## src/rtl/core/scan_channel_sample_unpacker_unit_defines.svh

```systemverilog
// Assertion macros shared by the scan channel sample unpacker RTL.
// No dependencies; included by the modules that carry assertions.
`ifndef SCAN_CHANNEL_SAMPLE_UNPACKER_UNIT_DEFINES_SVH
`define SCAN_CHANNEL_SAMPLE_UNPACKER_UNIT_DEFINES_SVH
`ifndef SYNTH
// A property checked at every clock edge outside reset.
`define SCSU_ASSERT(name, clk, rst, prop, msg) \
  name: assert property (@(posedge clk) disable iff (rst) (prop)) \
    else $error(msg);
// A condition that must be followed by another in the next cycle.
`define SCSU_ASSERT_NEXT(name, clk, rst, cond, nxt, msg) \
  name: assert property (@(posedge clk) disable iff (rst) (cond) |=> (nxt)) \
    else $error(msg);
`else
`define SCSU_ASSERT(name, clk, rst, prop, msg)
`define SCSU_ASSERT_NEXT(name, clk, rst, cond, nxt, msg)
`endif
`endif

```

## src/rtl/core/scsu_pkg.sv

```systemverilog
// Shared types, constants and a helper function of the scan channel sample unpacker.
// No dependencies; used by every module of the block.
package scsu_pkg;

  // Fixed field widths.
  localparam int NUM_CH       = 8;
  localparam int CHAN_W       = 3;
  localparam int WORD_W       = 32;
  localparam int SAMPLE_W     = 33;
  localparam int IDX_W        = 16;
  localparam int LEN_W        = 17;
  localparam int CFG_IDX_W    = 3;
  localparam int CFG_DATA_W   = 48;

  // Defaults for the top level parameters.
  localparam int MAX_CHANNELS_DEF = 8;
  localparam int RING_DEPTH_DEF   = 65536;
  localparam int QUEUE_DEPTH_DEF  = 4;

  localparam logic [LEN_W-1:0] RING_LEN_RESET = 17'd400;

  // Register indexes of the configuration port.
  localparam logic [CFG_IDX_W-1:0] REG_ENABLE   = 3'd0;
  localparam logic [CFG_IDX_W-1:0] REG_SIZE     = 3'd1;
  localparam logic [CFG_IDX_W-1:0] REG_BIG_END  = 3'd2;
  localparam logic [CFG_IDX_W-1:0] REG_SIGNED   = 3'd3;
  localparam logic [CFG_IDX_W-1:0] REG_SHIFTS   = 3'd4;
  localparam logic [CFG_IDX_W-1:0] REG_WIDTHS   = 3'd5;
  localparam logic [CFG_IDX_W-1:0] REG_RING_LEN = 3'd6;
  localparam logic [CFG_IDX_W-1:0] REG_START    = 3'd7;

  // Sample size codes.
  localparam logic [1:0] SIZE_ONE  = 2'd0;
  localparam logic [1:0] SIZE_TWO  = 2'd1;
  localparam logic [1:0] SIZE_FOUR = 2'd2;
  localparam logic [1:0] SIZE_SKIP = 2'd3;

  // Per-channel table.
  typedef struct packed {
    logic [7:0]  enable;
    logic [15:0] size_codes;
    logic [7:0]  big_endian;
    logic [7:0]  sign_ext;
    logic [39:0] shifts;
    logic [47:0] widths;
  } chan_cfg_t;

  // One gathered word on its way from the front to the back.
  typedef struct packed {
    logic [CHAN_W-1:0] chan;
    logic [CHAN_W-1:0] slot;
    logic [IDX_W-1:0]  ring_idx;
    logic [WORD_W-1:0] word;
    logic              eos;
  } entry_t;

  // Status of the ring index recompute unit.
  typedef struct packed {
    logic             busy;
    logic             done;
    logic [IDX_W-1:0] idx;
    logic [IDX_W-1:0] so_mod;
  } ring_stat_t;

  // First active channel at or after a position; NUM_CH when there is none.
  function automatic logic [CHAN_W:0] find_from(input logic [NUM_CH-1:0] act,
                                                input logic [CHAN_W:0] from);
    logic [CHAN_W:0] r;
    r = (CHAN_W+1)'(NUM_CH);
    for (int c = NUM_CH - 1; c >= 0; c--) begin
      if (act[c] && (c >= int'(from))) begin
        r = (CHAN_W+1)'(c);
      end
    end
    return r;
  endfunction

endpackage

```

## src/rtl/core/scsu_queue.sv

```systemverilog
// Short register queue that decouples the byte front from the sample back.
// Depends on scsu_pkg for the entry type.
`include "scan_channel_sample_unpacker_unit_defines.svh"
module scsu_queue #(
  parameter int DEPTH = scsu_pkg::QUEUE_DEPTH_DEF
) (
  input  logic             clk,
  input  logic             rst,
  input  logic             wr,
  input  scsu_pkg::entry_t wr_data,
  input  logic             rd,
  output scsu_pkg::entry_t head,
  output logic             q_empty,
  output logic             q_full
);

  localparam int PTR_W = (DEPTH > 1) ? $clog2(DEPTH) : 1;
  localparam int CNT_W = $clog2(DEPTH + 1);

  scsu_pkg::entry_t  mem [DEPTH];
  logic [PTR_W-1:0]  wptr;
  logic [PTR_W-1:0]  rptr;
  logic [CNT_W-1:0]  count;

  // Storage, no reset needed.
  always_ff @(posedge clk) begin
    if (wr) begin
      mem[wptr] <= wr_data;
    end
  end

  // Pointers and fill level.
  always_ff @(posedge clk) begin
    if (rst) begin
      wptr  <= '0;
      rptr  <= '0;
      count <= '0;
    end else begin
      if (wr) begin
        wptr <= (wptr == PTR_W'(DEPTH - 1)) ? '0 : wptr + PTR_W'(1);
      end
      if (rd) begin
        rptr <= (rptr == PTR_W'(DEPTH - 1)) ? '0 : rptr + PTR_W'(1);
      end
      if (wr && !rd) begin
        count <= count + CNT_W'(1);
      end else if (rd && !wr) begin
        count <= count - CNT_W'(1);
      end
    end
  end

  assign head    = mem[rptr];
  assign q_empty = (count == '0);
  assign q_full  = (count == CNT_W'(DEPTH));

  `SCSU_ASSERT(a_count_bound, clk, rst, count <= CNT_W'(DEPTH), "queue overflow")
  `SCSU_ASSERT(a_no_underflow, clk, rst, rd |-> (count != '0), "read from empty queue")

endmodule

```

## src/rtl/core/scsu_front.sv

```systemverilog
// Byte front: walks the channel table, gathers bytes into words and tracks the scan.
// Depends on scsu_pkg; feeds scsu_queue and takes status from scsu_ring_mod.
`include "scan_channel_sample_unpacker_unit_defines.svh"
module scsu_front #(
  parameter int MAX_CHANNELS = scsu_pkg::MAX_CHANNELS_DEF
) (
  input  logic                          clk,
  input  logic                          rst,
  input  logic                          push,
  input  logic [7:0]                    data_byte,
  output logic                          full,
  input  scsu_pkg::chan_cfg_t           cfg,
  input  logic [scsu_pkg::LEN_W-1:0]    ring_len,
  input  scsu_pkg::ring_stat_t          ring_stat,
  output logic [scsu_pkg::IDX_W-1:0]    scan_count,
  input  logic                          q_full,
  output logic                          q_wr,
  output scsu_pkg::entry_t              q_data
);

  localparam int CW = scsu_pkg::CHAN_W;
  localparam int NC = scsu_pkg::NUM_CH;
  localparam int IW = scsu_pkg::IDX_W;
  localparam int LW = scsu_pkg::LEN_W;
  localparam int WW = scsu_pkg::WORD_W;

  logic [CW-1:0] table_position;
  logic [1:0]    bytes_gathered;
  logic [WW-1:0] assembly_word;
  logic [CW-1:0] active_slot;
  logic [IW-1:0] ring_idx;
  logic [IW-1:0] so_mod;

  logic [NC-1:0] act;
  logic [CW:0]   f_cur;
  logic [CW:0]   f_first;
  logic [CW:0]   f_next;
  logic          none_active;
  logic          wrap;
  logic [CW-1:0] p;
  logic [1:0]    count;
  logic [CW-1:0] cur_slot;
  logic [1:0]    code;
  logic          done;
  logic [WW-1:0] base;
  logic [WW-1:0] word;
  logic          accept;
  logic [LW-1:0] sc_inc;
  logic [LW-1:0] idx_inc;

  // Channels that take part in the scan.
  always_comb begin
    for (int c = 0; c < NC; c++) begin
      act[c] = (c < MAX_CHANNELS) && cfg.enable[c] &&
               (cfg.size_codes[2*c +: 2] != scsu_pkg::SIZE_SKIP);
    end
  end

  // Pick the channel this byte belongs to.
  always_comb begin
    f_cur       = scsu_pkg::find_from(act, {1'b0, table_position});
    f_first     = scsu_pkg::find_from(act, '0);
    none_active = f_first[CW];
    wrap        = f_cur[CW];
    p           = wrap ? f_first[CW-1:0] : f_cur[CW-1:0];
    count       = (wrap || (f_cur[CW-1:0] != table_position)) ? 2'd0 : bytes_gathered;
    cur_slot    = wrap ? '0 : active_slot;
    code        = cfg.size_codes[2*int'(p) +: 2];
    f_next      = scsu_pkg::find_from(act, {1'b0, p} + (CW+1)'(1));
  end

  // Byte assembly and end of sample.
  always_comb begin
    case (code)
      scsu_pkg::SIZE_ONE: done = 1'b1;
      scsu_pkg::SIZE_TWO: done = (count >= 2'd1);
      default:            done = (count == 2'd3);
    endcase
    base = (count == 2'd0) ? '0 : assembly_word;
    if (cfg.big_endian[p]) begin
      word = {base[WW-9:0], data_byte};
    end else begin
      word = base | ({{(WW-8){1'b0}}, data_byte} << {count, 3'b000});
    end
  end

  assign full    = q_full || ring_stat.busy;
  assign accept  = push && !full;
  assign sc_inc  = {1'b0, scan_count} + LW'(1);
  assign idx_inc = {1'b0, ring_idx} + LW'(1);

  // Walk and scan state.
  always_ff @(posedge clk) begin
    if (rst) begin
      table_position <= '0;
      bytes_gathered <= '0;
      assembly_word  <= '0;
      active_slot    <= '0;
      scan_count     <= '0;
      ring_idx       <= '0;
      so_mod         <= '0;
    end else if (ring_stat.done) begin
      ring_idx <= ring_stat.idx;
      so_mod   <= ring_stat.so_mod;
    end else if (accept) begin
      if (none_active) begin
        bytes_gathered <= '0;
        assembly_word  <= '0;
      end else if (!done) begin
        bytes_gathered <= count + 2'd1;
        table_position <= p;
        assembly_word  <= word;
        active_slot    <= cur_slot;
      end else begin
        bytes_gathered <= '0;
        assembly_word  <= word;
        if (f_next[CW]) begin
          table_position <= f_first[CW-1:0];
          active_slot    <= '0;
          if (sc_inc >= ring_len) begin
            scan_count <= '0;
            ring_idx   <= so_mod;
          end else begin
            scan_count <= sc_inc[IW-1:0];
            ring_idx   <= (idx_inc == ring_len) ? '0 : idx_inc[IW-1:0];
          end
        end else begin
          table_position <= f_next[CW-1:0];
          active_slot    <= cur_slot + CW'(1);
        end
      end
    end
  end

  // Hand a finished word to the queue.
  assign q_wr          = accept && !none_active && done;
  assign q_data.chan     = p;
  assign q_data.slot     = cur_slot;
  assign q_data.ring_idx = ring_idx;
  assign q_data.word     = word;
  assign q_data.eos      = f_next[CW];

  `SCSU_ASSERT(a_wr_has_room, clk, rst, q_wr |-> !q_full, "front wrote into a full queue")

endmodule

```

## src/rtl/core/scsu_ring_mod.sv

```systemverilog
// Ring index recompute: reduces start offset and offset plus scan count modulo
// the ring length, one quotient bit per cycle. Depends on scsu_pkg.
`include "scan_channel_sample_unpacker_unit_defines.svh"
module scsu_ring_mod (
  input  logic                       clk,
  input  logic                       rst,
  input  logic                       start,
  input  logic [scsu_pkg::IDX_W-1:0] start_offset,
  input  logic [scsu_pkg::IDX_W-1:0] scan_count,
  input  logic [scsu_pkg::LEN_W-1:0] ring_len,
  output scsu_pkg::ring_stat_t       stat
);

  localparam int LW     = scsu_pkg::LEN_W;
  localparam int IW     = scsu_pkg::IDX_W;
  localparam int CNT_W  = $clog2(LW + 2);
  localparam logic [CNT_W-1:0] ST_IDLE = '0;
  localparam logic [CNT_W-1:0] ST_LOAD = CNT_W'(LW + 1);
  localparam logic [CNT_W-1:0] ST_LAST = CNT_W'(1);

  logic [CNT_W-1:0] state;
  logic [LW-1:0]    xa;
  logic [LW-1:0]    xb;
  logic [LW-1:0]    ra;
  logic [LW-1:0]    rb;
  logic             done_q;

  // One restoring step: bring in the next dividend bit, subtract if it fits.
  function automatic logic [LW-1:0] mod_step(input logic [LW-1:0] r,
                                             input logic bit_in,
                                             input logic [LW-1:0] d);
    logic [LW-1:0] t;
    t = {r[LW-2:0], bit_in};
    return (t >= d) ? (t - d) : t;
  endfunction

  // Sequencer: load, then one step per cycle for every dividend bit.
  always_ff @(posedge clk) begin
    if (rst) begin
      state  <= ST_IDLE;
      done_q <= 1'b0;
    end else begin
      done_q <= (state == ST_LAST);
      if (start) begin
        state <= ST_LOAD;
      end else if (state != ST_IDLE) begin
        state <= state - CNT_W'(1);
      end
    end
  end

  // Remainder datapath.
  always_ff @(posedge clk) begin
    if (state == ST_LOAD) begin
      xa <= {1'b0, start_offset};
      xb <= {1'b0, start_offset} + {1'b0, scan_count};
      ra <= '0;
      rb <= '0;
    end else if (state != ST_IDLE) begin
      xa <= {xa[LW-2:0], 1'b0};
      xb <= {xb[LW-2:0], 1'b0};
      ra <= mod_step(ra, xa[LW-1], ring_len);
      rb <= mod_step(rb, xb[LW-1], ring_len);
    end
  end

  assign stat.busy   = (state != ST_IDLE) || done_q;
  assign stat.done   = done_q;
  assign stat.idx    = rb[IW-1:0];
  assign stat.so_mod = ra[IW-1:0];

  `SCSU_ASSERT_NEXT(a_start_busy, clk, rst, start, stat.busy, "recompute did not start")

endmodule

```

## src/rtl/core/scsu_back.sv

```systemverilog
// Sample back: shifts, masks and sign-extends a gathered word into the result register.
// Depends on scsu_pkg; reads entries from scsu_queue.
module scsu_back (
  input  logic                                 clk,
  input  logic                                 rst,
  input  scsu_pkg::chan_cfg_t                  cfg,
  input  scsu_pkg::entry_t                     head,
  input  logic                                 q_empty,
  output logic                                 q_rd,
  output logic                                 empty,
  input  logic                                 pop,
  output logic [scsu_pkg::CHAN_W-1:0]          out_slot,
  output logic [scsu_pkg::IDX_W-1:0]           ring_index,
  output logic signed [scsu_pkg::SAMPLE_W-1:0] sample_value,
  output logic                                 end_of_scan
);

  localparam int WW = scsu_pkg::WORD_W;

  logic                                 out_valid;
  logic [scsu_pkg::CHAN_W-1:0]          slot_q;
  logic [scsu_pkg::IDX_W-1:0]           idx_q;
  logic signed [scsu_pkg::SAMPLE_W-1:0] sample_q;
  logic                                 eos_q;

  logic [4:0]                           sh;
  logic [5:0]                           w_raw;
  logic [5:0]                           w_use;
  logic [WW-1:0]                        mask;
  logic [WW-1:0]                        v;
  logic                                 neg;
  logic [scsu_pkg::SAMPLE_W-1:0]        sample;

  // Shift, mask and sign extension of the head word.
  always_comb begin
    sh     = cfg.shifts[5*int'(head.chan) +: 5];
    w_raw  = cfg.widths[6*int'(head.chan) +: 6];
    w_use  = ((w_raw == 6'd0) || (w_raw > 6'd32)) ? 6'd32 : w_raw;
    mask   = {WW{1'b1}} >> (6'd32 - w_use);
    v      = (head.word >> sh) & mask;
    neg    = cfg.sign_ext[head.chan] && v[5'(w_use - 6'd1)];
    sample = neg ? {1'b1, v | ~mask} : {1'b0, v};
  end

  // The output register refills whenever it is empty or being taken.
  assign q_rd = !q_empty && (!out_valid || pop);

  always_ff @(posedge clk) begin
    if (rst) begin
      out_valid <= 1'b0;
    end else if (q_rd) begin
      out_valid <= 1'b1;
    end else if (pop) begin
      out_valid <= 1'b0;
    end
  end

  always_ff @(posedge clk) begin
    if (q_rd) begin
      slot_q   <= head.slot;
      idx_q    <= head.ring_idx;
      sample_q <= $signed(sample);
      eos_q    <= head.eos;
    end
  end

  assign empty        = !out_valid;
  assign out_slot     = slot_q;
  assign ring_index   = idx_q;
  assign sample_value = sample_q;
  assign end_of_scan  = eos_q;

endmodule

```

## src/rtl/core/scan_channel_sample_unpacker_unit.sv

```systemverilog
// Scan channel sample unpacker: one byte per cycle in while full is low, one sample
// per completed word out; each word passes the queue, then the result register.
// Throughput: 1 byte per cycle unless the queue between byte front and sample back is full.
// A write to ring_length or start_offset holds full high while the
// ring index is recomputed, one remainder bit per cycle.
// Reset (synchronous): walk and scan state cleared, registers to reset values, no sweep.
`include "scan_channel_sample_unpacker_unit_defines.svh"
module scan_channel_sample_unpacker_unit #(
  parameter int MAX_CHANNELS = scsu_pkg::MAX_CHANNELS_DEF,
  parameter int RING_DEPTH   = scsu_pkg::RING_DEPTH_DEF,
  parameter int QUEUE_DEPTH  = scsu_pkg::QUEUE_DEPTH_DEF
) (
  input  logic                                   clk,
  input  logic                                   rst,
  input  logic                                   push,
  output logic                                   full,
  input  logic [7:0]                             data_byte,
  output logic                                   empty,
  input  logic                                   pop,
  output logic [scsu_pkg::CHAN_W-1:0]            out_slot,
  output logic [scsu_pkg::IDX_W-1:0]             ring_index,
  output logic signed [scsu_pkg::SAMPLE_W-1:0]   sample_value,
  output logic                                   end_of_scan,
  input  logic                                   cfg_valid,
  output logic                                   cfg_ready,
  input  logic [scsu_pkg::CFG_IDX_W-1:0]         cfg_index,
  input  logic [scsu_pkg::CFG_DATA_W-1:0]        cfg_data
);

  localparam int LW = scsu_pkg::LEN_W;
  localparam int IW = scsu_pkg::IDX_W;

  scsu_pkg::chan_cfg_t  cfg;
  logic [LW-1:0]        ring_length;
  logic [IW-1:0]        start_offset;
  logic [LW-1:0]        ring_len_eff;
  logic                 cfg_we;
  logic                 ring_start;
  scsu_pkg::ring_stat_t ring_stat;
  logic [IW-1:0]        scan_count;
  logic                 q_wr;
  logic                 q_rd;
  logic                 q_empty;
  logic                 q_full;
  scsu_pkg::entry_t     q_data;
  scsu_pkg::entry_t     q_head;

  // Configuration registers.
  assign cfg_ready = 1'b1;
  assign cfg_we    = cfg_valid && cfg_ready;

  always_ff @(posedge clk) begin
    if (rst) begin
      cfg          <= '0;
      ring_length  <= scsu_pkg::RING_LEN_RESET;
      start_offset <= '0;
    end else if (cfg_we) begin
      case (cfg_index)
        scsu_pkg::REG_ENABLE:   cfg.enable     <= cfg_data[7:0];
        scsu_pkg::REG_SIZE:     cfg.size_codes <= cfg_data[15:0];
        scsu_pkg::REG_BIG_END:  cfg.big_endian <= cfg_data[7:0];
        scsu_pkg::REG_SIGNED:   cfg.sign_ext   <= cfg_data[7:0];
        scsu_pkg::REG_SHIFTS:   cfg.shifts     <= cfg_data[39:0];
        scsu_pkg::REG_WIDTHS:   cfg.widths     <= cfg_data[47:0];
        scsu_pkg::REG_RING_LEN: ring_length    <= cfg_data[LW-1:0];
        scsu_pkg::REG_START:    start_offset   <= cfg_data[IW-1:0];
        default: ;
      endcase
    end
  end

  // A new length or offset invalidates the running ring index.
  assign ring_start = cfg_we &&
                      (cfg_index inside {scsu_pkg::REG_RING_LEN, scsu_pkg::REG_START});

  // Ring length clamped to the usable range.
  always_comb begin
    if (ring_length == '0) begin
      ring_len_eff = LW'(1);
    end else if (ring_length > LW'(RING_DEPTH)) begin
      ring_len_eff = LW'(RING_DEPTH);
    end else begin
      ring_len_eff = ring_length;
    end
  end

  scsu_front #(
    .MAX_CHANNELS (MAX_CHANNELS)
  ) u_front (
    .clk        (clk),
    .rst        (rst),
    .push       (push),
    .data_byte  (data_byte),
    .full       (full),
    .cfg        (cfg),
    .ring_len   (ring_len_eff),
    .ring_stat  (ring_stat),
    .scan_count (scan_count),
    .q_full     (q_full),
    .q_wr       (q_wr),
    .q_data     (q_data)
  );

  scsu_ring_mod u_ring_mod (
    .clk          (clk),
    .rst          (rst),
    .start        (ring_start),
    .start_offset (start_offset),
    .scan_count   (scan_count),
    .ring_len     (ring_len_eff),
    .stat         (ring_stat)
  );

  scsu_queue #(
    .DEPTH (QUEUE_DEPTH)
  ) u_queue (
    .clk     (clk),
    .rst     (rst),
    .wr      (q_wr),
    .wr_data (q_data),
    .rd      (q_rd),
    .head    (q_head),
    .q_empty (q_empty),
    .q_full  (q_full)
  );

  scsu_back u_back (
    .clk          (clk),
    .rst          (rst),
    .cfg          (cfg),
    .head         (q_head),
    .q_empty      (q_empty),
    .q_rd         (q_rd),
    .empty        (empty),
    .pop          (pop),
    .out_slot     (out_slot),
    .ring_index   (ring_index),
    .sample_value (sample_value),
    .end_of_scan  (end_of_scan)
  );

  `SCSU_ASSERT(a_no_accept_busy, clk, rst, push && !full |-> !ring_stat.busy, "busy accept")

endmodule
```

## config.mk

```make
export PLATFORM = sky130hd
export DESIGN_NAME = scan_channel_sample_unpacker_unit
export DESIGN_NICKNAME = d
export VERILOG_FILES = /design/src/rtl/core/scsu_pkg.sv /design/src/rtl/core/scsu_queue.sv /design/src/rtl/core/scsu_front.sv /design/src/rtl/core/scsu_ring_mod.sv /design/src/rtl/core/scsu_back.sv /design/src/rtl/core/scan_channel_sample_unpacker_unit.sv
export VERILOG_INCLUDE_DIRS = /design/src /design/src/rtl/core
export SDC_FILE = /design/constraint.sdc
export NUM_CORES = 1
export LEC_CHECK = 0
export BUFFER_PORTS_ARGS = -buffer_cell sky130_fd_sc_hd__buf_2
export CORE_MARGIN = 2
export CORE_UTILIZATION = 55
export CTS_CLUSTER_DIAMETER = 30
export DETAILED_ROUTE_END_ITERATION = 16
export PLACE_DENSITY = 0.72
export SLEW_MARGIN = 30
export SYNTH_ARGS = -nofsm -noshare
export SYNTH_HDL_FRONTEND = slang
export SYNTH_HIERARCHICAL = 1
export SYNTH_SLANG_ARGS = --single-unit
```

## constraint.sdc

```tcl
create_clock -name clk -period 6.1 [get_ports clk]
set_clock_uncertainty 0.15 [all_clocks]
set_input_delay 0.915 -clock clk [delete_from_list [all_inputs] [get_ports clk]]
set_output_delay 0.915 -clock clk [all_outputs]
set_load 0.05 [all_outputs]
```

# --- Yosys cells after proc, flatten, opt, wreduce, memory -nomap -nowiden ---
# Memories as Yosys holds them, arrays and structs flattened. A register that Yosys moved wholly into a read port is not among the register bits.
# Index checks and enable logic that the tools add are counted.
word_totals:
  inputBits: 64
  reg_bits: 382
  ramBits: 220
  mem_count: 1
memory_table:
  columns: ["name", "depth", "width", "rd", "rd_clocked_by_memory_dff", "write_ports", "line", "source"]
  rows:
  - ["u_queue.mem", 4, 55, 1, 1, 1, "scsu_queue.sv:20", "scsu_pkg::entry_t mem [DEPTH];"]
classes:
  n_lt_le_gt_ge: 24
  mux: 72
  eq_ne: 25
  n_bitwise: 6
  shift: 6
  n_reduce_logical: 70
  n_addsub: 15
  mul: 2
ops:
  columns: ["cell", "n"]
  rows:
  - ["$mux W16", 12]
  - ["$mux W32", 3]
  - ["$mux W4", 23]
  - ["$mux W17", 4]
  - ["$or A32 B32 Y32", 2]
  - ["$ge A17 B17 Y1", 3]
  - ["$shiftx A48 B32 Y6", 1]
  - ["$shiftx A40 B32 Y5", 1]
  - ["$add A16 B1 Y17 const B", 2]
  - ["$mux W33", 1]
  - ["$and A32 B32 Y32", 1]
  - ["$not A32 Y32", 1]
  - ["$shl A8 B5 Y32", 1]
  - ["$shr A32 B5 Y32", 1]
  - ["$shr A32 B6 Y32 const A", 1]
  - ["$sub A16 B16 Y16", 2]
  - ["$logic_and A1 B1 Y1", 31]
  - ["$mux W3", 8]
  - ["$reduce_and A2 Y1", 9]
  - ["$add A16 B16 Y17", 1]
  - ["$eq A17 B17 Y1", 1]
  - ["$gt A17 B17 Y1 const B", 1]
  - ["$logic_not A17 Y1", 1]
  - ["$ge A3 B4 Y1 const A", 4]
  - ["other kinds (47)", 105]

# --- Logic depth before layout (Yosys ltp) ---
# Gate-level depths: netlist (run 1).
logic_depth:
  depth_word: 27
  depth_mapped: 23
  depth_no_buf: 18

# --- Modules after synthesis ---
# Netlist (run 1), hierarchy kept.
modules_own_cells:
  columns: ["module", "area_each_um2", "cells_per_inst", "seq_area_each_um2", "n_inst"]
  rows:
  - ["scsu_queue", 8445.6, 331, 6786.5, 1]
  - ["scsu_front", 6643.9, 818, 1761.7, 1]
  - ["scan_channel_sample_unpacker_unit", 5874.4, 739, 3223.1, 1]
  - ["scsu_back", 5635.4, 612, 1611.5, 1]
  - ["scsu_ring_mod", 5341.4, 620, 1771.7, 1]

# --- Least setup slack after synthesis (run 1) ---
# Ideal clock, no wire load.
synth_timing:
  kind: "reg2reg"
  from: "reg u_front.table_position[2]"
  to: "mem u_queue/mem[0][0] (netlist bit) (enable)"
  path_buffers: 4
  path_slack_ns: 1.007
  setup_ns: 0.418
  required_time_ns: 5.532
  path_stages_with_launch: 15
  synth_period_minus_slack_ns: 5.093
  arrival_time_ns: 4.525
  cell_sequence: "dfxtp_1 > buf_2 > nand3_1 > a21oi_1 > and4bb_1 > buf_4 > a22o_1 > buf_6 > mux4_2 > mux2i_4 > or2_2 > buf_4 > nand2_1 > nor3_1 > and2_1"
synth_lines:
  columns: ["element", "line", "source"]
  rows:
  - ["from (decl)", "scsu_front.sv:27", "logic [CW-1:0] table_position;"]
  - ["from (signal assigned)", "scsu_front.sv:111", "table_position <= p;"]
  - ["from (signal assigned)", "scsu_front.sv:118", "table_position <= f_first[CW-1:0];"]
  - ["from (signal assigned)", "scsu_front.sv:128", "table_position <= f_next[CW-1:0];"]
  - ["to (decl)", "scsu_queue.sv:20", null]

==> flow_results.xml, run 1 <==
<?xml version="1.0" encoding="UTF-8"?>
<metrics>
  <group name="clock_tree">
    <metric name="cts.root.buffer_cell" unit="">sky130_fd_sc_hd__clkbuf_16</metric>
    <metric name="cts_post_setup_buffers_inserted" unit="">0</metric>
    <metric name="cts-buffers-inserted" unit="">117</metric>
    <metric name="h-tree-depth" unit="">3</metric>
    <metric name="worst_skew_pair.late_latency" unit="ns">0.66</metric>
    <metric name="cts.sinks" unit="">604</metric>
    <metric name="clock_path_buffers" unit="">3</metric>
    <metric name="cts_tree" unit="">built</metric>
    <metric name="worst_setup_hold_path_clk_slew" unit="ns">0.05</metric>
  </group>
  <group name="worst_setup_path">
    <metric name="path_type_of_the_worst_setup_path" unit="">reg2reg</metric>
    <metric name="critical_path_arrival" unit="ns">5.90</metric>
    <metric name="critPathLaunchType" unit="">flop</metric>
    <metric name="worst-endpoint-required" unit="ns">6.32</metric>
    <metric name="setup.worst_path.end_class" unit="">flop</metric>
    <metric name="worst_path_max_fanout" unit="">27</metric>
  </group>
  <group name="timing">
    <metric name="fin_worst_hold_slack" unit="ns">0.303</metric>
    <metric name="rsz0062_at_grt" unit="">no</metric>
    <metric name="final_cycle_utilization_of_the_critical_path" unit="">0.931</metric>
    <metric name="layout_min_cycle_time" unit="ns">5.68</metric>
    <metric name="tightestPinTransition" unit="ns">0.976</metric>
    <metric name="finalSetupViolations" unit="">0</metric>
    <metric name="totalNegativeSetupSlack" unit="ns">0</metric>
    <metric name="hold_violations" unit="">0</metric>
    <metric name="max_freq" unit="GHz">0.176</metric>
    <metric name="max-slew-margin-rel" unit="">0.349</metric>
    <metric name="final_count_of_pins_violating_max_slew" unit="">0</metric>
    <metric name="finalWorstSetupSlack" unit="ns">0.419</metric>
  </group>
  <group name="global_route">
    <metric name="first_global_vias" unit="">25300</metric>
    <metric name="number_of_antenna_violations_at_the_first_check_in_global_routing" unit="">0</metric>
    <metric name="globalRouteOverflowTotal" unit="">0</metric>
    <metric name="gr-usage-all-layers" unit="">0.296</metric>
    <metric name="grt_start_max_net_pins" unit="">88</metric>
    <metric name="grt_pass1_wl" unit="µm">140000</metric>
  </group>
  <group name="die">
    <metric name="ioPinCount" unit="">120</metric>
    <metric name="die_width" unit="µm">245</metric>
    <metric name="coreArea" unit="µm²">57600</metric>
    <metric name="floorplan.die.height" unit="µm">245</metric>
    <metric name="fp.dieArea" unit="µm²">60000</metric>
    <metric name="row_count" unit="">88</metric>
    <metric name="initial_core_util" unit="">0.555</metric>
  </group>
  <group name="routing">
    <metric name="top_signal_layer_used" unit="">met4</metric>
    <metric name="dr.first_iter.drc_count" unit="">2402</metric>
    <metric name="dr_wl_met2" unit="µm">44500</metric>
    <metric name="vias" unit="">25400</metric>
    <metric name="drtAntennaViolNets" unit="">0</metric>
    <metric name="firstDrtPassIters" unit="">8</metric>
    <metric name="met3_length" unit="µm">5310</metric>
    <metric name="viasPerCell" unit="">6.21</metric>
    <metric name="wirelength_met1" unit="µm">36100</metric>
    <metric name="drc" unit="">0</metric>
    <metric name="detail_route.wirelength" unit="µm">89100</metric>
    <metric name="wl_per_cell" unit="µm">21.8</metric>
  </group>
  <group name="logic_synthesis">
    <metric name="syn_inst" unit="">3120</metric>
    <metric name="ys.flop_type" unit="">sky130_fd_sc_hd__edfxtp_1</metric>
    <metric name="syn_avg_cell_area" unit="µm²">10.2</metric>
    <metric name="synth_fp_nets" unit="">3278</metric>
    <metric name="async_set_or_reset_flop_fraction_in_the_synthesized_netlist" unit="">0</metric>
    <metric name="netlist_area" unit="µm²">31900</metric>
    <metric name="synth.yosys.warnings" unit="">6</metric>
    <metric name="seq_area_frac_synth" unit="">0.474</metric>
    <metric name="synth_enable_flop_cells" unit="">306</metric>
    <metric name="ys_ff_latch" unit="">604</metric>
    <metric name="number_of_different_library_cells_in_the_post_synthesis_netlist" unit="">117</metric>
  </group>
  <group name="cells_and_area">
    <metric name="fill_cells" unit="">4389</metric>
    <metric name="insertedDiodeCount" unit="">0</metric>
    <metric name="final_common_cell" unit="">sky130_fd_sc_hd__nand2_1</metric>
    <metric name="nets" unit="">3376</metric>
    <metric name="layout.cells.most_common_list" unit="">sky130_fd_sc_hd__nand2_1 (519), sky130_fd_sc_hd__edfxtp_1 (306), sky130_fd_sc_hd__dfxtp_1 (295)</metric>
    <metric name="drive_gt1_frac" unit="">0.170</metric>
    <metric name="area.growth.synth_to_final" unit="%">16.2</metric>
  </group>
  <group name="placement">
    <metric name="dp.final_hpwl" unit="µm">61300</metric>
    <metric name="place_ws" unit="ns">0.382</metric>
    <metric name="finalWeightedCongestion" unit="">0.924</metric>
    <metric name="placement.io_buffers" unit="">118</metric>
  </group>
  <group name="min_path">
    <metric name="min_delay_path_class" unit="">reg2reg</metric>
  </group>
  <group name="status">
    <metric name="run_status" unit="">complete, no violations</metric>
  </group>
  <group name="pwr">
    <metric name="vdd_ir_drop_max" unit="mV">0.552</metric>
    <metric name="cellLeakagePower" unit="nW">13.5</metric>
    <metric name="power-per-cell-area" unit="nW/µm²">513</metric>
    <metric name="design_power_total" unit="mW">19.0</metric>
  </group>
  <group name="run">
    <metric name="max-cap-violations" unit="">0</metric>
  </group>
</metrics>
registers in the layout (all words and copies together), names as in the netlist, 5 cells and up, named ones only:
register,cells
start_offset,16
ring_length,17
u_ring_mod/xa,17
u_ring_mod/state,5
u_front/so_mod,16
u_front/assembly_word,32
u_ring_mod/ra,16
cfg,128
u_back/sample_value,33
u_front/ring_idx,16
u_queue/mem,220
u_front/scan_count,16
u_ring_mod/xb,17
u_back/ring_index,16
u_ring_mod/rb,16
path summary, 6_finish.rpt:
path	to	start	slack (ns)	cells after the start
max	u_back/sample_value[23]	flop	0.42	14
min	cfg[53]	cfg[53]	0.30	2
max reg2reg	u_back/sample_value[23]	flop	0.42	14
min reg2reg	cfg[53]	cfg[53]	0.30	2
final cells by class:
cell class                      count  area (µm²)  area share
Timing Repair Buffer              174        1070      0.0288
Sequential cell                   604       15200       0.409
Multi-Input combinational cell   2232       15400       0.415
Clock inverter                     80         965      0.0260
Inverter                           89         334     0.00900
Clock buffer                      140        3210      0.0866
Tap cell                          765         957      0.0258
what timing repair did:
item	CTS	global route
endpoints found under the hold margin	0	0
endpoints found under the setup margin	0	17
resized for setup	0	1
hold buffers	0	0
synth_stat cells (29+ instances only):
cell / n / share of area
sky130_fd_sc_hd__ha_1: 90 / 0.035
sky130_fd_sc_hd__mux2i_1: 123 / 0.039
sky130_fd_sc_hd__o21ai_0: 150 / 0.024
sky130_fd_sc_hd__nor2_1: 175 / 0.021
sky130_fd_sc_hd__nor3_1: 37 / 0.0058
sky130_fd_sc_hd__inv_1: 84 / 0.0099
sky130_fd_sc_hd__a21oi_1: 269 / 0.042
sky130_fd_sc_hd__mux4_2: 71 / 0.050
sky130_fd_sc_hd__and3_1: 42 / 0.0082
sky130_fd_sc_hd__buf_2: 56 / 0.0088
sky130_fd_sc_hd__dfxtp_1: 298 / 0.19
sky130_fd_sc_hd__nand2_1: 519 / 0.061
sky130_fd_sc_hd__nand3_1: 115 / 0.018
sky130_fd_sc_hd__clkbuf_1: 90 / 0.011
sky130_fd_sc_hd__a21o_1: 29 / 0.0068
sky130_fd_sc_hd__xnor2_1: 66 / 0.018
sky130_fd_sc_hd__edfxtp_1: 306 / 0.29
logic make-up after synthesis:
logic type / after synthesis / synth area share
adders and majority gates: 94 / 0.0378
and+or+nand+nor: 1086 / 0.160
xor gates and xnor gates: 88 / 0.0241
buffers and inverters: 284 / 0.0444
DFF: 604 / 0.474
other: 1 / 0.000117
muxes: 221 / 0.103
AOI/OAI and AO/OA: 742 / 0.156
layer usage:
layer	GRT usage	vias up
met1	0.375	12400
met4	0.129	0
met5	0	-
li1	-	11800
met2	0.507	1000
met3	0.0402	204
per-stage QoR:
step | util | cells | cell area [µm²]
after floorplan | - | 3120 | 31900
after global placement | 0.572 | 3864 | 32900
after detailed placement | 0.572 | 3864 | 32900
after CTS | 0.644 | 4084 | 37100
after global routing | 0.644 | 4084 | 37100
final | 0.644 | 4084 | 37100
critical path, cell delays in order, from the launching register on:
cell	delay, ns
sky130_fd_sc_hd__dfxtp_4	0.36
sky130_fd_sc_hd__mux4_2	0.75
sky130_fd_sc_hd__buf_4	0.36
sky130_fd_sc_hd__mux4_2	0.59
sky130_fd_sc_hd__mux2_2	0.56
sky130_fd_sc_hd__nor2_4	0.34
sky130_fd_sc_hd__nand3_1	0.11
sky130_fd_sc_hd__nand4_1	0.16
sky130_fd_sc_hd__mux2i_1	0.14
sky130_fd_sc_hd__a221oi_2	0.39
sky130_fd_sc_hd__a21oi_1	0.14
sky130_fd_sc_hd__a211oi_2	0.33
sky130_fd_sc_hd__o211ai_4	0.21
sky130_fd_sc_hd__o21ai_4	0.58
sky130_fd_sc_hd__o21ai_0	0.18
report_power, final:
part | internal [mW] | switching [mW]
Sequential | 5.09 | 0.381
Combinational | 2.45 | 4.50
Clock | 4.44 | 2.19
Note: power is estimated with default switching activity, not from simulation.
==> run 2, diff against run 1 <==
BUFFER_PORTS_ARGS = -buffer_cell sky130_fd_sc_hd__buf_4   (was -buffer_cell sky130_fd_sc_hd__buf_2)
==> flow_results.xml, run 2 (same netlist as run 1, synthesis figures left out) <==
<?xml version="1.0" encoding="UTF-8"?>
<metrics>
  <group name="timing">
    <metric name="hold_violations" unit="">0</metric>
    <metric name="tightestPinTransition" unit="ns">0.960</metric>
    <metric name="rsz0062_at_grt" unit="">no</metric>
    <metric name="final_cycle_utilization_of_the_critical_path" unit="">0.920</metric>
    <metric name="layout_min_cycle_time" unit="ns">5.61</metric>
    <metric name="finalWorstSetupSlack" unit="ns">0.485</metric>
    <metric name="max-slew-margin-rel" unit="">0.360</metric>
    <metric name="totalNegativeSetupSlack" unit="ns">0</metric>
    <metric name="fin_worst_hold_slack" unit="ns">0.302</metric>
    <metric name="max_freq" unit="GHz">0.178</metric>
    <metric name="finalSetupViolations" unit="">0</metric>
    <metric name="final_count_of_pins_violating_max_slew" unit="">0</metric>
  </group>
  <group name="cells_and_area">
    <metric name="insertedDiodeCount" unit="">0</metric>
    <metric name="largest_register_ffs" unit="">220</metric>
    <metric name="largest_register" unit="">u_queue/mem</metric>
    <metric name="layout.cells.most_common_list" unit="">sky130_fd_sc_hd__nand2_1 (519), sky130_fd_sc_hd__edfxtp_1 (306), sky130_fd_sc_hd__dfxtp_1 (295)</metric>
    <metric name="multiInputGateArea" unit="µm²">15400</metric>
    <metric name="final_common_cell" unit="">sky130_fd_sc_hd__nand2_1</metric>
    <metric name="area_taken_by_flip_flops_and_latches" unit="µm²">15200</metric>
    <metric name="fill_cells" unit="">4472</metric>
    <metric name="fin_cells" unit="">4078</metric>
    <metric name="area.growth.synth_to_final" unit="%">17.3</metric>
    <metric name="drive_gt1_frac" unit="">0.166</metric>
    <metric name="nets" unit="">3368</metric>
  </group>
  <group name="clock_tree">
    <metric name="cts_post_setup_buffers_inserted" unit="">0</metric>
    <metric name="cts-buffers-inserted" unit="">115</metric>
    <metric name="worst_setup_hold_path_clk_slew" unit="ns">0.05</metric>
    <metric name="clock_path_buffers" unit="">3</metric>
    <metric name="holdBufCountCts" unit="">0</metric>
    <metric name="cts.sinks" unit="">604</metric>
    <metric name="cts_tree" unit="">built</metric>
    <metric name="worst_skew_pair.late_latency" unit="ns">0.68</metric>
    <metric name="h-tree-depth" unit="">3</metric>
    <metric name="cts.root.buffer_cell" unit="">sky130_fd_sc_hd__clkbuf_16</metric>
  </group>
  <group name="global_route">
    <metric name="first_global_vias" unit="">25200</metric>
    <metric name="globalRouteOverflowTotal" unit="">0</metric>
    <metric name="grt_pass1_wl" unit="µm">141000</metric>
    <metric name="number_of_antenna_violations_at_the_first_check_in_global_routing" unit="">0</metric>
    <metric name="grt_start_max_net_pins" unit="">86</metric>
    <metric name="gr-usage-all-layers" unit="">0.297</metric>
  </group>
  <group name="routing">
    <metric name="drtAntennaViolNets" unit="">0</metric>
    <metric name="wl_per_cell" unit="µm">22.1</metric>
    <metric name="wirelength_met1" unit="µm">36200</metric>
    <metric name="viasPerCell" unit="">6.27</metric>
    <metric name="drc" unit="">0</metric>
    <metric name="firstDrtPassIters" unit="">6</metric>
    <metric name="dr_wl_met2" unit="µm">44700</metric>
    <metric name="detail_route.wirelength" unit="µm">90300</metric>
    <metric name="top_signal_layer_used" unit="">met4</metric>
    <metric name="dr.first_iter.drc_count" unit="">2399</metric>
    <metric name="vias" unit="">25600</metric>
    <metric name="met3_length" unit="µm">5810</metric>
  </group>
  <group name="worst_setup_path">
    <metric name="crit_slowest_cell" unit="">sky130_fd_sc_hd__mux4_2</metric>
    <metric name="worst-endpoint-required" unit="ns">6.35</metric>
    <metric name="setup.worst_path.end_class" unit="">flop</metric>
    <metric name="worst_path_max_fanout" unit="">14</metric>
    <metric name="crit_path_max_incr_delay" unit="ns">0.75</metric>
    <metric name="critical_path.cell_chain" unit="">mux4_2 -&gt; buf_4 -&gt; mux4_2 -&gt; mux2i_1 -&gt; nor2_1 -&gt; clkinv_1 -&gt; buf_4 -&gt; ha_1 -&gt; inv_1 -&gt; a41o_1 -&gt; o221ai_2 -&gt; and2_1 -&gt; and2b_1 -&gt; a211oi_1 -&gt; o311ai_2 -&gt; o211ai_4 -&gt; o21ai_4 -&gt; o21ai_0</metric>
    <metric name="r2r-end" unit="">u_back/sample_value[17]</metric>
    <metric name="path_type_of_the_worst_setup_path" unit="">reg2reg</metric>
    <metric name="timing.reg2reg.worst_path_depth" unit="">18</metric>
    <metric name="reg2reg_slack" unit="ns">0.49</metric>
    <metric name="critPathLaunchType" unit="">flop</metric>
    <metric name="critical_path_arrival" unit="ns">5.86</metric>
  </group>
  <group name="die">
    <metric name="ioPinCount" unit="">120</metric>
    <metric name="row_count" unit="">88</metric>
    <metric name="initial_core_util" unit="">0.555</metric>
    <metric name="floorplan.die.height" unit="µm">245</metric>
    <metric name="fp.dieArea" unit="µm²">60000</metric>
    <metric name="coreArea" unit="µm²">57600</metric>
    <metric name="die_width" unit="µm">245</metric>
  </group>
  <group name="pwr">
    <metric name="cellLeakagePower" unit="nW">13.6</metric>
    <metric name="cell_internal_pwr" unit="mW">12.2</metric>
    <metric name="power-per-cell-area" unit="nW/µm²">517</metric>
    <metric name="seqPwrFrac" unit="">0.283</metric>
    <metric name="vdd_ir_drop_max" unit="mV">0.497</metric>
    <metric name="switching_share" unit="">0.370</metric>
    <metric name="power_switching" unit="mW">7.17</metric>
    <metric name="comb_power_share" unit="">0.366</metric>
    <metric name="power.share.clock" unit="">0.351</metric>
    <metric name="design_power_total" unit="mW">19.4</metric>
  </group>
  <group name="min_path">
    <metric name="min_delay_path_class" unit="">reg2reg</metric>
    <metric name="hold_path_startpoint" unit="">cfg[48]</metric>
    <metric name="holdPathEnd" unit="">cfg[48]</metric>
    <metric name="hold_depth" unit="">2</metric>
  </group>
  <group name="placement">
    <metric name="finalWeightedCongestion" unit="">1.02</metric>
    <metric name="dp.final_hpwl" unit="µm">61200</metric>
    <metric name="placement.io_buffers" unit="">118</metric>
    <metric name="place_ws" unit="ns">0.352</metric>
    <metric name="numPlacedInstances" unit="">3858</metric>
  </group>
  <group name="run">
    <metric name="max-cap-violations" unit="">0</metric>
  </group>
  <group name="status">
    <metric name="run_status" unit="">complete, no violations</metric>
  </group>
</metrics>
## run 2: what timing repair did
item,CTS,global route
hold endpoints to repair,0,0
setup endpoints to repair,0,1
gates resized for setup,0,1
## run 2: cell type report
| class | count | share of cell area |
|---|---|---|
| inverters | 89 | 0.00892 |
| well taps | 765 | 0.0256 |
| clock buffers | 156 | 0.0875 |
| flip-flops and latches | 604 | 0.405 |
| repair buffers | 168 | 0.0352 |
| clock inverters | 64 | 0.0267 |
| multi-input cells | 2232 | 0.411 |
## run 2: per-stage QoR
| stage | util | cell area [µm²] |
|---|---|---|
| 2_1_floorplan | - | 31900 |
| 3_3_place_gp | 0.576 | 33200 |
| 3_5_place_dp | 0.576 | 33200 |
| 4_1_cts | 0.650 | 37500 |
| 5_1_grt | 0.651 | 37500 |
| 6_report | 0.651 | 37500 |
## run 2: per-layer routing
metal / vias to the layer above / track usage
li1: 11700 / -
met1: 12500 / 0.372
met2: 1066 / 0.507
met3: 239 / 0.0458
met4: 0 / 0.136
met5: - / 0
## run 2: critical path, delay by kind of cell, from the launching register on
kind | cells | cell delay (ns)
compound gates | 7 | 1.81
flops | 1 | 0.40
fa+ha+maj | 1 | 0.21
simple gates | 3 | 0.85
buf+inv | 4 | 0.64
mux | 3 | 1.27
## run 2: worst max path at each step
stage	depth (start not counted)	from	endpoint
floorplan	14	u_front/table_position[2]	u_queue/mem[0][0]
global placement	11	u_front/table_position[2]	u_queue/mem[3][4]
detailed placement	15	u_front/table_position[2]	u_queue/count[2]
CTS	15	u_front/table_position[2]	u_queue/count[2]
global route	18	flop	u_back/sample_value[18]
finish	18	flop	u_back/sample_value[17]
## run 2: power by group through the flow
stage | registers, mW | logic, mW | clock network, mW
2_1_floorplan | 6.06 | 4.69 | 0
6_report | 5.48 | 7.10 | 6.80
5_1_grt | 5.54 | 7.61 | 7.08
4_1_cts | 5.48 | 7.01 | 6.87
3_3_place_gp | 5.52 | 6.89 | 0
3_5_place_dp | 5.55 | 6.95 | 0
